--- config.mk ---
export PLATFORM = sky130hd
export DESIGN_NAME = psf_ctrl
export DESIGN_NICKNAME = d
export VERILOG_FILES = /design/src/design/psf_pkg.sv /design/src/design/psf_ctrl.sv
export SDC_FILE = /design/constraint.sdc
export NUM_CORES = 1
export LEC_CHECK = 0
export BUFFER_PORTS_ARGS = -buffer_cell sky130_fd_sc_hd__buf_2
export CORE_AREA = 2 2 39 41
export DETAILED_ROUTE_END_ITERATION = 6
export DIE_AREA = 0 0 41 43
export PLACE_DENSITY = 0.48
export SLEW_MARGIN = 20
export SYNTH_ARGS = -nofsm -noshare
export SYNTH_HDL_FRONTEND = slang
export SYNTH_SLANG_ARGS = --single-unit
--- constraint.sdc ---
create_clock -name i_clk -period 1.2 [get_ports i_clk]
set_input_delay 0 -clock i_clk [delete_from_list [all_inputs] [get_ports i_clk]]
set_output_delay 0 -clock i_clk [all_outputs]
set_load 0.02 [all_outputs]
--- src/design/psf_pkg.sv ---
// Shared constants, types and lookup functions for the printf formatter.
package psf_pkg;

    localparam int CNT_W      = 31;
    localparam int NUM_DIGITS = 10;
    localparam int DIG_IDX_W  = $clog2(NUM_DIGITS);

    localparam logic [CNT_W-1:0] COUNT_MAX = {CNT_W{1'b1}};
    localparam logic [31:0]      RECIP_10  = 32'hCCCC_CCCD;

    localparam logic [1:0] ACT_FMT = 2'd0;
    localparam logic [1:0] ACT_STR = 2'd1;
    localparam logic [1:0] ACT_END = 2'd2;

    localparam logic [7:0] CH_PERCENT = 8'h25;
    localparam logic [7:0] CH_S       = 8'h73;
    localparam logic [7:0] CH_D       = 8'h64;
    localparam logic [7:0] CH_X       = 8'h78;
    localparam logic [7:0] CH_MINUS   = 8'h2D;

    localparam logic [2:0] NULL_LEN = 3'd6;

    typedef enum logic [2:0] {
        K_NONE,
        K_CHAR,
        K_NULL,
        K_NUM,
        K_REPORT
    } t_kind;

    typedef enum logic [2:0] {
        ST_IDLE  = 3'b001,
        ST_DIGIT = 3'b010,
        ST_EMIT  = 3'b100
    } t_state;

    typedef struct packed {
        logic in_ready;
        logic dig_step;
        logic emit;
    } t_cmd;

    typedef struct packed {
        logic  in_valid;
        t_kind in_kind;
        logic  dig_last;
        logic  out_free;
        logic  emit_last;
    } t_sts;

    function automatic logic [7:0] hex_char(input logic [3:0] d);
        logic [7:0] c;
        unique case (d)
            4'h0: c = 8'h30;
            4'h1: c = 8'h31;
            4'h2: c = 8'h32;
            4'h3: c = 8'h33;
            4'h4: c = 8'h34;
            4'h5: c = 8'h35;
            4'h6: c = 8'h36;
            4'h7: c = 8'h37;
            4'h8: c = 8'h38;
            4'h9: c = 8'h39;
            4'hA: c = 8'h61;
            4'hB: c = 8'h62;
            4'hC: c = 8'h63;
            4'hD: c = 8'h64;
            4'hE: c = 8'h65;
            default: c = 8'h66;
        endcase
        return c;
    endfunction

    function automatic logic [7:0] null_char(input logic [2:0] i);
        logic [7:0] c;
        unique case (i)
            3'd0: c = 8'h28;
            3'd1: c = 8'h6E;
            3'd2: c = 8'h75;
            3'd3: c = 8'h6C;
            3'd4: c = 8'h6C;
            default: c = 8'h29;
        endcase
        return c;
    endfunction

endpackage

--- src/design/psf_ctrl.sv ---
// Controller state machine: accept, digit generation and byte emission.
module psf_ctrl
    import psf_pkg::*;
(
    input  logic i_clk,
    input  logic i_rst_n,
    input  t_sts i_sts,
    output t_cmd o_cmd
);

    t_state r_state;
    t_state n_state;

    always_comb begin
        n_state        = r_state;
        o_cmd.in_ready = 1'b0;
        o_cmd.dig_step = 1'b0;
        o_cmd.emit     = 1'b0;
        unique case (r_state)
            ST_IDLE: begin
                o_cmd.in_ready = 1'b1;
                if (i_sts.in_valid) begin
                    unique case (i_sts.in_kind)
                        K_NUM:                    n_state = ST_DIGIT;
                        K_CHAR, K_NULL, K_REPORT: n_state = ST_EMIT;
                        default:                  n_state = ST_IDLE;
                    endcase
                end
            end
            ST_DIGIT: begin
                o_cmd.dig_step = 1'b1;
                if (i_sts.dig_last) begin
                    n_state = ST_EMIT;
                end
            end
            ST_EMIT: begin
                o_cmd.emit = i_sts.out_free;
                if (i_sts.out_free && i_sts.emit_last) begin
                    n_state = ST_IDLE;
                end
            end
            default: n_state = ST_IDLE;
        endcase
    end

    always_ff @(posedge i_clk) begin
        if (!i_rst_n) begin
            r_state <= ST_IDLE;
        end else begin
            r_state <= n_state;
        end
    end

endmodule

==> run metrics, run 1 <==
dpl cells=59; clk_skew=0.001721 ns; root buf cell=sky130_fd_sc_hd__clkbuf_4; final non-filler cell total=63; number of warning messages in the yosys log=0; global-route wire length before repair=roughly 1.1 mm; gp weighted congestion=0.7090; Setup WS post-layout=-0.02286 ns; Ports=12; CP Launch Type=register; clock insertion delay at the later pin of the skew report=0.23 ns; maximum operating frequency=a little over 800 MHz; worst hold path class=input port to register; post-CTS clock slew at the launch and capture registers of the worst setup and hold paths=0.04 ns; router iterations before antenna repair=1; flip-flop and latch count after synthesis=3; filler instances=around 160; post-detailed-routing wire length=730 um; global router's overall resource usage=10.03%; flip-flop count of the largest register after layout=3; Power per Cell Area=about 1300 mW/mm2; distinct cell type count of the synthesized netlist=23; transition time at the pin with the least slew margin=between 0.2 and 0.3 ns; worst setup timing slack at the placement stage=-0.03912 ns; number of max-slew violations in the final report=0; netlist area before placement=249.0 um2; Die Span X=around 41 um; starting utilization of the core area=17.99%; Total Neg Setup Slack=-0.02286 ns; remaining design rule violation count=0; crit path capture type=register; maximum single-stage delay on the critical path=0.43 ns; number of buffers inserted by port buffering=11; most frequent cells in the layout=sky130_fd_sc_hd__buf_2 (10), sky130_fd_sc_hd__buf_4 (5), sky130_fd_sc_hd__clkbuf_4 (3); endpoint arrival time on the critical path=1.37 ns; maximum fanout count along the critical path=3; leakage power figure=~0.19 nW; Cells after Synth=28; failing checks=negative setup slack; Post-CTS Repair Setup Buffers=0; row cnt=14; chip height=43 um; fin crit period=1.223 ns; Hold Violations, Final=0; vias post-DR=about 280; leading registers by flop count=r_state (3); area of the placeable core=between 0.001 and 0.0015 mm2; proportion of layout cells with a drive suffix above 1=57.45%; Post-Route Utilization=28.84%; CTS tree=built; CP max-delay cell=sky130_fd_sc_hd__or3b_4; critical setup path kind=register to register; max_slew headroom=slightly above 80%; antenna violations before repair=0; Die Outline Area=0.001763 mm2; count of routing violations after the opening detailed-route iteration=0; result of the run=finished with violations; most frequent standard cell in the layout excluding fill and tap cells=sky130_fd_sc_hd__buf_2; sequential area share after synthesis=around 24%; count of maximum capacitance violations=0; routed wire length per instance=11.59 um; Post-DP HPWL=540.4 um; CP required=1.34 ns; Diodes inserted=0; global-route congestion overflow total=0; Post-Syn Nets=37; vias per std cell=4.460; worst-path cell chain=or3b_4 -> o32ai_4 -> a41oi_2 -> a311oi_1; number of buffers between clock root and the deepest sink=2; Area Growth Syn to Fin=60.30%; number of clock sinks=3; Final setup viols=1; vias in the first global route=between 200 and 300; TritonCTS Buffers=3; number of nets in the final layout=57; VDD IR-drop max=approximately 260 uV; maximum number of pins on one net before global-route repair=7; deepest level of the CTS H-tree=1; register with the most flip-flops=r_state; final clock period utilization by the worst path=101.9%; Routed Antenna Nets=0; Mean Syn Cell Area=between 8 and 9 um2; RSZ-0062 raised after global routing=yes
report_power, final:
part	switching [mW]	internal [mW]
clock	0.0506	0.124
combinational	0.122	0.114
sequential	0.00579	0.115
cells in the mapped netlist, drive strengths merged:
library cell,instances,share of area (%)
a21oi,1,2.0
a311oi,1,3.5
a41oi,1,6.5
and2b,1,3.0
and3,1,2.5
clkinv,1,2.0
dfxtp,3,24
inv,2,3.0
nand2,1,1.5
nand2b,1,2.5
nand3,1,2.0
nor2,2,3.0
nor2b,1,2.5
nor3,1,4.0
o211ai,1,3.0
o21a,1,3.0
o21ai,3,6.0
o32a,1,4.0
o32ai,1,11
or3,1,2.5
or3b,1,4.5
xor2,1,3.5
logic make-up (layout without fill, tap and decap cells):
family / Yosys count / count (layout) / share of synthesized area (%)
compound gates: 10 / 10 / 39.20
xor+xnor: 1 / 1 / 3.518
flops: 3 / 3 / 24.12
simple gates: 11 / 11 / 28.15
buf+inv: 3 / 22 / 5.024
per-stage QoR:
step	instance area, um2	hold slack, ns	power, mW
after floorplan	255.2	0.1439	0.2626
after global placement	360.3	0.2832	0.3418
after detailed placement	360.3	0.2865	0.3429
after CTS	396.6	0.04715	0.5430
after global routing	399.1	0.05963	0.5697
final	399.1	0.05049	0.5318
worst max-delay path: cells and delay by family (launching register included):
family           cells  cell delay (ns)
AO/OA/AOI/OAI        3             0.40
AND/OR/NAND/NOR      1             0.43
flip-flops           1             0.30
layout make-up:
type	instances	area [um2]	share of cell area, %
multi-input combinational	22	186.4	46.71
timing repair buffer	15	87.58	21.94
sequential	3	62.56	15.67
clock buffer	4	26.28	6.583
tap	16	20.02	5.016
inverter	3	16.27	4.075
metal layers:
layer / GRT usage, % / vias up / part of all wire, %
li1: - / 142 / -
met1: 8.013 / 122 / 38
met2: 15.63 / 11 / 51
met3: 5.236 / 6 / 5.9
met4: 10.00 / 0 / 5.3
met5: 0 / - / 0
final timing paths:
kind	to	start	slack (ns)	depth (start not counted)
worst max-delay path	r_state[1]$_SDFFE_PN0P_	r_state[1]$_SDFFE_PN0P_	-0.02	4
worst min register to register	r_state[1]$_SDFFE_PN0P_	r_state[2]$_SDFFE_PN0P_	0.59	2
worst min-delay path	r_state[2]$_SDFFE_PN0P_	i_rst_n	0.05	3
worst max register to register	r_state[1]$_SDFFE_PN0P_	r_state[1]$_SDFFE_PN0P_	-0.02	4
repair_timing:
item,in CTS,in global routing
endpoints found under the setup margin,3,4
pin swaps,3,2
hold buffers,0,0
gates resized for setup,2,1
No activity file was read; power rests on OpenSTA's default activity.
==> run 2, diff against run 1 <==
CORE_AREA = 5 5 42 44   (was 2 2 39 41)
DIE_AREA = 0 0 47 49   (was 0 0 41 43)
==> run 2 against run 1 <==
  * The run still ends with negative setup slack left
  * Final area grew 0.94%
  * Routed wire length down 7.0%
  * Power is 2.1% higher
  * Critical path type unchanged
==> run metrics, run 2 (synthesized netlist as in run 1, its figures left out) <==
result of the run=finished with violations (unchanged); failing checks=negative setup slack (unchanged); post-detailed-routing wire length=679 um (was 730 um); Area Growth Syn to Fin=61.81% (was 60.30%); maximum fanout count along the critical path=4 (was 3); leakage power figure=0.1861 nW (was 0.1851 nW); number of buffers inserted by port buffering=11 (unchanged); area of the placeable core=0.001401 mm2 (was 0.001384 mm2); number of buffers between clock root and the deepest sink=2 (unchanged); combined flip-flop and latch cell area=62.56 um2 (unchanged); maximum operating frequency=825.9 MHz (was 817.8 MHz); clock insertion delay at the later pin of the skew report=0.24 ns (was 0.23 ns); fin crit period=1.211 ns (was 1.223 ns); count of routing violations after the opening detailed-route iteration=1 (was 0); Diodes inserted=0 (unchanged); global-route wire length before repair=1.076 mm (was 1.090 mm); worst hold path class=input port to register (unchanged); CP required=1.35 ns (was 1.34 ns); global router's overall resource usage=6.897% (was 10.03%); vias per std cell=4.508 (was 4.460); number of nets in the final layout=57 (unchanged); Setup WS post-layout=-0.01079 ns (was -0.02286 ns); routed wire length per instance=10.78 um (was 11.59 um); clk_skew=0.004548 ns (was 0.001721 ns); Die Outline Area=0.002303 mm2 (was 0.001763 mm2); count of maximum capacitance violations=0 (unchanged); leading registers by flop count=r_state (3) (unchanged); Gate power share=44.2% (was 44.3%); CP Launch Type=register (unchanged); vias in the first global route=256 (was 275); chip height=49 um (was 43 um); transition time at the pin with the least slew margin=0.2404 ns (was 0.2532 ns); deepest level of the CTS H-tree=1 (unchanged); worst setup timing slack at the placement stage=-0.02306 ns (was -0.03912 ns); fraction of power spent switching nets=33.76% (was 33.54%); post-CTS clock slew at the launch and capture registers of the worst setup and hold paths=0.04 ns (about the same); CTS tree=built (unchanged); share of total power in the clock network=33.5% (was 32.9%); final clock period utilization by the worst path=100.9% (was 101.9%); starting utilization of the core area=17.77% (was 17.99%); sequential share of power=22.3% (was 22.7%); TritonCTS Buffers=3 (unchanged); most frequent cells in the layout=sky130_fd_sc_hd__buf_2 (10), sky130_fd_sc_hd__buf_4 (4), sky130_fd_sc_hd__clkbuf_4 (3) (was sky130_fd_sc_hd__buf_2 (10), sky130_fd_sc_hd__buf_4 (5), sky130_fd_sc_hd__clkbuf_4 (3)); root buf cell=sky130_fd_sc_hd__clkbuf_4 (unchanged); Total Neg Setup Slack=-0.01079 ns (was -0.02286 ns); Ports=12 (unchanged); Post-Route Hold Slack=0.04303 ns (was 0.05049 ns); router iterations before antenna repair=2 (was 1); remaining design rule violation count=0 (unchanged); maximum number of pins on one net before global-route repair=7 (unchanged); gp weighted congestion=0.7568 (was 0.7090); crit path capture type=register (unchanged); filler instances=166 (was 156); critical setup path kind=register to register (unchanged); Power per Cell Area=1348 mW/mm2 (was 1332 mW/mm2); most frequent standard cell in the layout excluding fill and tap cells=sky130_fd_sc_hd__buf_2 (unchanged); endpoint arrival time on the critical path=1.36 ns (was 1.37 ns); number of clock sinks=3 (unchanged); Post-CTS Repair Setup Buffers=0 (unchanged); flip-flop count of the largest register after layout=3 (unchanged); VDD IR-drop max=431.4 uV (was 258.1 uV); proportion of layout cells with a drive suffix above 1=57.45% (unchanged); vias post-DR=284 (was 281); hold-fix buffer count after cts=0 (unchanged); net switching power=183.4 uW (was 178.3 uW); register with the most flip-flops=r_state (unchanged); Hold Violations, Final=0 (unchanged); dpl cells=59 (unchanged); antenna violations before repair=0 (unchanged); Final setup viols=1 (unchanged); global-route congestion overflow total=0 (unchanged); internal power contribution=359.8 uW (was 353.4 uW); Die Span X=47 um (was 41 um); RSZ-0062 raised after global routing=yes (unchanged); row cnt=14 (unchanged); max_slew headroom=83.98% (was 83.12%); Routed Antenna Nets=0 (unchanged); Final Total Pwr=543.2 uW (was 531.8 uW); multi-input combinational cell area=186.4 um2 (unchanged); number of max-slew violations in the final report=0 (unchanged); final non-filler cell total=63 (unchanged); Post-DP HPWL=546.3 um (was 540.4 um)
==> run 2: critical path: stages (launching register included) <==
cell	delay, ns
sky130_fd_sc_hd__dfxtp_2	0.31
sky130_fd_sc_hd__or3b_4	0.43
sky130_fd_sc_hd__clkinv_4	0.08
sky130_fd_sc_hd__a41oi_2	0.12
sky130_fd_sc_hd__a311oi_1	0.19
==> run 2: cell type report <==
class | instances | area share (%)
Clock buffer | 4 | 6.522
Inverter | 3 | 4.037
Multi-Input combinational cell | 22 | 46.27
Sequential cell | 3 | 15.53
Tap cell | 16 | 4.969
Timing Repair Buffer | 15 | 22.67
==> run 2: power by group through the flow <==
stage | Sequential, mW | Clock (mW) | Combinational, mW
after floorplan | 0.131 | 0 | 0.132
after global placement | 0.123 | 0 | 0.219
after detailed placement | 0.123 | 0 | 0.219
after CTS | 0.121 | 0.192 | 0.232
after global routing | 0.122 | 0.199 | 0.260
final | 0.121 | 0.182 | 0.240
==> run 2: stage by stage <==
step                      utilization [%]  area, um2
final                               28.75      402.9
after global routing                28.75      402.9
after CTS                           28.30      396.6
after detailed placement            25.71      360.3
after global placement              25.71      360.3
after floorplan                         -      255.2
==> run 2: worst paths after layout <==
kind	startpoint	endpoint	slack, ns	cells past startpoint
setup / recovery	r_state[2]$_SDFFE_PN0P_	r_state[1]$_SDFFE_PN0P_	-0.01	4
hold / removal	i_rst_n	r_state[2]$_SDFFE_PN0P_	0.04	3
setup reg to reg	r_state[2]$_SDFFE_PN0P_	r_state[1]$_SDFFE_PN0P_	-0.01	4
hold reg to reg	r_state[2]$_SDFFE_PN0P_	r_state[1]$_SDFFE_PN0P_	0.58	2
==> run 2: metal layers <==
layer | up-vias | GRT usage [%] | share of wire (%)
li1 | 144 | - | -
met1 | 132 | 6.798 | 42
met2 | 8 | 9.729 | 47
met3 | 0 | 6.642 | 10
met4 | 0 | 2.765 | 0
met5 | - | 0 | 0
==> run 2: timing repair <==
action | 4_1_cts | 5_1_grt
endpoints found under the setup margin | 3 | 5
gates resized for setup | 2 | 2
pin swaps | 3 | 0
cloned | 0 | 0
